## src/rtl/pmc_pkg.sv

```systemverilog
// ----------------------------------------------------------------------------
// pmc_pkg
// Shared types and constants of the pointer motion conditioner.
// ----------------------------------------------------------------------------
package pmc_pkg;

  // Elapsed time floor and wheel scale
  localparam logic [31:0]        MIN_GAP_US   = 32'd1000;
  localparam logic signed [15:0] SCROLL_SCALE = 16'sd120;

  // Datapath widths
  localparam int GAIN_W     = 26;  // unsigned Q16.10 gain after slowdown
  localparam int DIVIDEND_W = 57;  // magnitude of the smoothing numerator
  localparam int DIVISOR_W  = 33;  // prev_gap + gap
  localparam int QUO_W      = 26;  // quotient bits produced by the divider
  localparam int MOT_W      = 25;  // signed Q.8 motion
  localparam int DIV_STEPS  = 26;  // one quotient bit per cycle
  localparam int DIV_CNT_W  = 5;

  // Register indexes of the configuration port
  typedef enum logic [3:0] {
    REG_SENSITIVITY = 4'd0,
    REG_ACCEL       = 4'd1,
    REG_PRECISION   = 4'd2,
    REG_PREC_DIV    = 4'd3,
    REG_QUIET_THR   = 4'd4,
    REG_QUIET_TMO   = 4'd5,
    REG_INVERT_Y    = 4'd6,
    REG_FILTER      = 4'd7
  } reg_idx_t;

  typedef struct packed {
    logic [15:0] sensitivity;
    logic        accel_enable;
    logic        precision_enable;
    logic [15:0] precision_divisor;
    logic [15:0] quiet_threshold;
    logic [15:0] quiet_timeout;
    logic        invert_y;
    logic        filter_enable;
  } cfg_t;

  // Which operand pair feeds the shared divider
  typedef enum logic [1:0] {
    DSEL_GAIN = 2'd0,
    DSEL_X    = 2'd1,
    DSEL_Y    = 2'd2
  } div_sel_t;

  typedef struct packed {
    logic     load_in;
    logic     calc1;
    logic     calc2;
    logic     calc3;
    logic     div_start;
    div_sel_t div_sel;
    logic     div_capture;
    logic     mult;
    logic     fin_load;
  } dp_cmd_t;

  typedef struct packed {
    logic slow;
    logic filter;
    logic div_busy;
  } dp_stat_t;

endpackage

```

## src/rtl/pmc_ctrl.sv

```systemverilog
// ----------------------------------------------------------------------------
// pmc_ctrl
// Sequencer for one report: arithmetic steps, divider passes, output load.
// ----------------------------------------------------------------------------
module pmc_ctrl (
  input  logic              clk,
  input  logic              rst,
  input  logic              in_valid,
  output logic              in_stall,
  output logic              out_valid,
  input  logic              out_stall,
  input  pmc_pkg::dp_stat_t stat,
  output pmc_pkg::dp_cmd_t  cmd
);
  import pmc_pkg::*;

  typedef enum logic [11:0] {
    ST_IDLE      = 12'b000000000001,
    ST_CALC1     = 12'b000000000010,
    ST_CALC2     = 12'b000000000100,
    ST_CALC3     = 12'b000000001000,
    ST_DIVG_GO   = 12'b000000010000,
    ST_DIVG_WAIT = 12'b000000100000,
    ST_DIVX_GO   = 12'b000001000000,
    ST_DIVX_WAIT = 12'b000010000000,
    ST_DIVY_GO   = 12'b000100000000,
    ST_DIVY_WAIT = 12'b001000000000,
    ST_MULT      = 12'b010000000000,
    ST_FIN       = 12'b100000000000
  } state_t;

  state_t state, state_next;
  logic   out_free;

  assign out_free = !out_valid || !out_stall;

  // Next state
  always_comb begin
    state_next = state;
    unique case (state)
      ST_IDLE:      if (in_valid) state_next = ST_CALC1;
      ST_CALC1:     state_next = ST_CALC2;
      ST_CALC2:     state_next = ST_CALC3;
      ST_CALC3: begin
        priority if (stat.slow) state_next = ST_DIVG_GO;
        else if (stat.filter)   state_next = ST_DIVX_GO;
        else                    state_next = ST_MULT;
      end
      ST_DIVG_GO:   state_next = ST_DIVG_WAIT;
      ST_DIVG_WAIT: if (!stat.div_busy) state_next = stat.filter ? ST_DIVX_GO : ST_MULT;
      ST_DIVX_GO:   state_next = ST_DIVX_WAIT;
      ST_DIVX_WAIT: if (!stat.div_busy) state_next = ST_DIVY_GO;
      ST_DIVY_GO:   state_next = ST_DIVY_WAIT;
      ST_DIVY_WAIT: if (!stat.div_busy) state_next = ST_MULT;
      ST_MULT:      state_next = ST_FIN;
      ST_FIN:       if (out_free) state_next = ST_IDLE;
      default:      state_next = ST_IDLE;
    endcase
  end

  always_ff @(posedge clk) begin
    if (rst) begin
      state <= ST_IDLE;
    end else begin
      state <= state_next;
    end
  end

  // Commands
  always_comb begin
    cmd             = '0;
    cmd.div_sel     = DSEL_GAIN;
    cmd.load_in     = (state == ST_IDLE) && in_valid;
    cmd.calc1       = state == ST_CALC1;
    cmd.calc2       = state == ST_CALC2;
    cmd.calc3       = state == ST_CALC3;
    cmd.div_start   = (state == ST_DIVG_GO) || (state == ST_DIVX_GO) ||
                      (state == ST_DIVY_GO);
    if ((state == ST_DIVX_GO) || (state == ST_DIVX_WAIT)) cmd.div_sel = DSEL_X;
    if ((state == ST_DIVY_GO) || (state == ST_DIVY_WAIT)) cmd.div_sel = DSEL_Y;
    cmd.div_capture = !stat.div_busy && ((state == ST_DIVG_WAIT) ||
                      (state == ST_DIVX_WAIT) || (state == ST_DIVY_WAIT));
    cmd.mult        = state == ST_MULT;
    cmd.fin_load    = (state == ST_FIN) && out_free;
  end

  // Output valid
  always_ff @(posedge clk) begin
    if (rst) begin
      out_valid <= 1'b0;
    end else if (cmd.fin_load) begin
      out_valid <= 1'b1;
    end else if (!out_stall) begin
      out_valid <= 1'b0;
    end
  end

  assign in_stall = state != ST_IDLE;

endmodule

```

## config.mk

```make
export PLATFORM = sky130hd
export DESIGN_NAME = pmc_ctrl
export DESIGN_NICKNAME = d
export VERILOG_FILES = /design/src/rtl/pmc_pkg.sv /design/src/rtl/pmc_ctrl.sv
export SDC_FILE = /design/constraint.sdc
export NUM_CORES = 1
export LEC_CHECK = 0
export BUFFER_PORTS_ARGS = -buffer_cell sky130_fd_sc_hd__buf_2
export CAP_MARGIN = 20
export CORE_MARGIN = 2
export CORE_UTILIZATION = 40
export CTS_BUF_LIST = sky130_fd_sc_hd__clkbuf_4
export DETAILED_ROUTE_END_ITERATION = 8
export HOLD_SLACK_MARGIN = 0.08
export PLACE_DENSITY = 0.67
export SLEW_MARGIN = 20
export SYNTH_ARGS = -nofsm -noshare
export SYNTH_HDL_FRONTEND = slang
export SYNTH_SLANG_ARGS = --single-unit
export TNS_END_PERCENT = 5
```

## constraint.sdc

```tcl
create_clock -name clk -period 3.6 [get_ports clk]
set_clock_uncertainty 0.15 [all_clocks]
set_input_delay 0.36 -clock clk [delete_from_list [all_inputs] [get_ports clk]]
set_output_delay 0.36 -clock clk [all_outputs]
set_load 0.01 [all_outputs]
```

==> impl_metrics.yaml <==
clock_network:
  cts_root_buffer: "clkbuf_4"
  cts_tree: "built"
  cts_buffer_depth: 2
  hold_buffers: 0
  clock_sinks: 13
  clk_pin_slew_worst_paths_ps: 90
  clkLatencyLatePin_ps: 280
  cts.htree.levels: 1
  cts_inserted_buffers: 3
  post_cts_buffers: 0
  cts_resized: 0
power:
  p_clk_share_pct: 27.9
  p_sw_uw: 128
  p_leak_nw: 0.422
  internal_power_uw: 246
  p_total_uw: 374
  seqPwrFrac_pct: 43.5
  switching_share_pct: 34.2
  comb_power_share_pct: 28.6
  ir_worst_vdd_v: 0.000239
  power.density_mw_per_mm2: 356
sta:
  holdWs_ps: 176
  setup_tns_ps: 0
  max_freq_mhz: 341
  slew_headroom_pct: 63.6
  hold_viol_final: 0
  fin_crit_ps: 2930
  setup_ws_ps: 666
  tightest_slew_ps: 542
  rsz0062_at_grt: "false"
  setup_viol: 0
  final-max-slew-violation-count: 0
  post-route-period-util_pct: 81.5
drt:
  drtIter0Drc: 38
  met1Wirelength_mm: 1.07
  dr.pass1.iters: 4
  vias_per_cell: 6.07
  dr_wl_met3_um: 128
  wl_met2_mm: 1.14
  postRouteAntennaNets: 0
  vias: 984
  routed_wl_mm: 2.35
  wl_per_cell_um: 14.5
  highest_layer: "met4"
  drc_errors: 0
worst_setup_path:
  arrival_ps: 2420
  cp_top_family: "simple AND/OR/NAND/NOR gates"
  cpMaxStageDelayCell: "nor4_2"
  critPathKind: "reg2out"
  crit_path_max_incr_delay_ps: 580
  critPathCaptureType: "output port"
  critPathBufInv: 1
  cp_max_fo: 13
  path_cells: "nor4_2 -> nand2_1 -> or3_1 -> or3_1 -> a21oi_1 -> buf_2"
  crit_path_frequent_cell: "or3_1"
  cp.required_ps: 3090
  critPathLaunchType: "flip-flop"
placement:
  dp_worst_setup_slack_ps: 1030
  routabilityCongestion: 0.934
  dp_hpwl_mm: 1.74
  io_buffers: 18
  dp.cells: 158
  postPlaceCellArea_mm2: 0.00102
synthesis:
  postSynthAreaPerCell_um2: 7.73
  syn_nets: 130
  synth_seq_cells: 13
  ys_types: 42
  netlist_instances: 123
  yosys_warnings: 0
  ys_seq_area_share_pct: 27.4
  netlist_area_um2: 951
min_path:
  hp-class: "in2reg"
grt:
  antenna_found_initial: 0
  grt_pass1_wl_mm: 3.67
  grt_overflow: 0
  track_usage_pct: 17.9
  first_global_vias: 823
  grt_max_degree: 14
final_layout:
  drive_above_1_share_pct: 20.9
  layout.nets: 142
  layout_common_cells: "buf_2, dfxtp_1, nor2_1"
  finalNonFillerCells: 162
  syn2layout_area_growth_pct: 10.5
  final_common_cell: "buf_2"
  final_area_mm2: 0.00105
  utilization_pct: 47.1
  diodes: 0
die:
  initial_core_util_pct: 42.6
  io_pins: 19
  die_area_mm2: 0.00278
  core_area_mm2: 0.00223
  die_y_um: 52.8
  rows: 17
  die_w_um: 52.8
job:
  max_cap_viol_count: 0
outcome:
  status: "complete, no violations"
[final timing paths]
check | start | endpoint | slack [ps] | depth (start not counted)
setup / recovery | state[7]$_SDFFE_PP0P_ | cmd[0] | 670 | 6
setup reg to reg | state[7]$_SDFFE_PP0P_ | state[6]$_SDFFE_PP0P_ | 1350 | 5
hold reg to reg | out_valid$_SDFFE_PP0P_ | out_valid$_SDFFE_PP0P_ | 360 | 2
hold / removal | stat[1] | state[6]$_SDFFE_PP0P_ | 180 | 3
[worst min-delay path: cells and delay by family]
kind                   cells  cell delay (ps)
AND/OR/NAND/NOR            1               40
buffers and inverters      2              160
[power by group through the flow]
stage	logic (mW)	registers, mW	clock network (mW)
final	0.107	0.163	0.104
after global routing	0.118	0.164	0.109
after CTS	0.106	0.162	0.103
after detailed placement	0.105	0.166	0
after global placement	0.105	0.165	0
after floorplan	0.0864	0.158	0
[logic make-up after synthesis]
logic type | Yosys count | share of synthesized area (%)
AND/OR/NAND/NOR | 64 | 42.2
XOR/XNOR | 5 | 4.61
AO/OA/AOI/OAI | 25 | 18.0
buffers and inverters | 16 | 7.76
flip-flops | 13 | 27.4
[cells in the mapped netlist]
cell type  count  area share [%]
nand3_1        3             1.6
nor4_2         2             2.6
o21bai_1       1            0.79
dfxtp_1       13              27
o31ai_1        1            0.79
o211ai_1       2             1.6
o21ai_0        4             2.1
o2111ai_1      1            0.92
nand3b_1       3             2.4
inv_1          5             2.0
and3b_1        1            0.92
or3_1          4             2.6
nand2_1        7             2.8
buf_2          2             1.1
a21oi_1        6             3.2
nand4_1        3             2.0
a211oi_1       2             1.6
xor2_1         5             4.6
nand2b_1       3             2.0
nor4bb_1       1             1.1
a31oi_1        2             1.3
nor2_1        12             4.7
buf_4          1            0.79
a21oi_2        1            0.92
a32oi_1        1            0.92
and4b_1        2             2.1
or4_4          1             1.2
nand4b_1       1            0.92
buf_6          1             1.2
o22ai_1        1            0.66
and3_1         1            0.66
and2_1         2             1.3
clkbuf_1       7             2.8
a221oi_2       1             1.6
nor3b_1        2             1.6
nor4_4         1             2.2
nor4b_1        1            0.92
o21a_1         1            0.79
nor4_1         4             2.6
or4_1          3             2.4
a2111oi_0      1            0.92
nor3_1         7             3.7
[layout make-up]
type                       count  area [µm²]
sequential                    13         260
inverter                       5        18.8
clock buffer                   4        30.0
tap                           28        35.0
timing repair buffer          18        90.1
fill                         233        1180
multi-input combinational     94         617
[per-layer routing]
layer,up-vias,track usage (%)
met3,2,3.43
met1,470,23.8
met2,32,29.0
met5,-,0
li1,480,-
met4,0,5.56
[flip-flops by register name, indices dropped and copies added, names as in the netlist]
| name | count |
|---|---|
| state | 12 |
| out_valid | 1 |
Note: power is estimated with default switching activity, not from simulation.
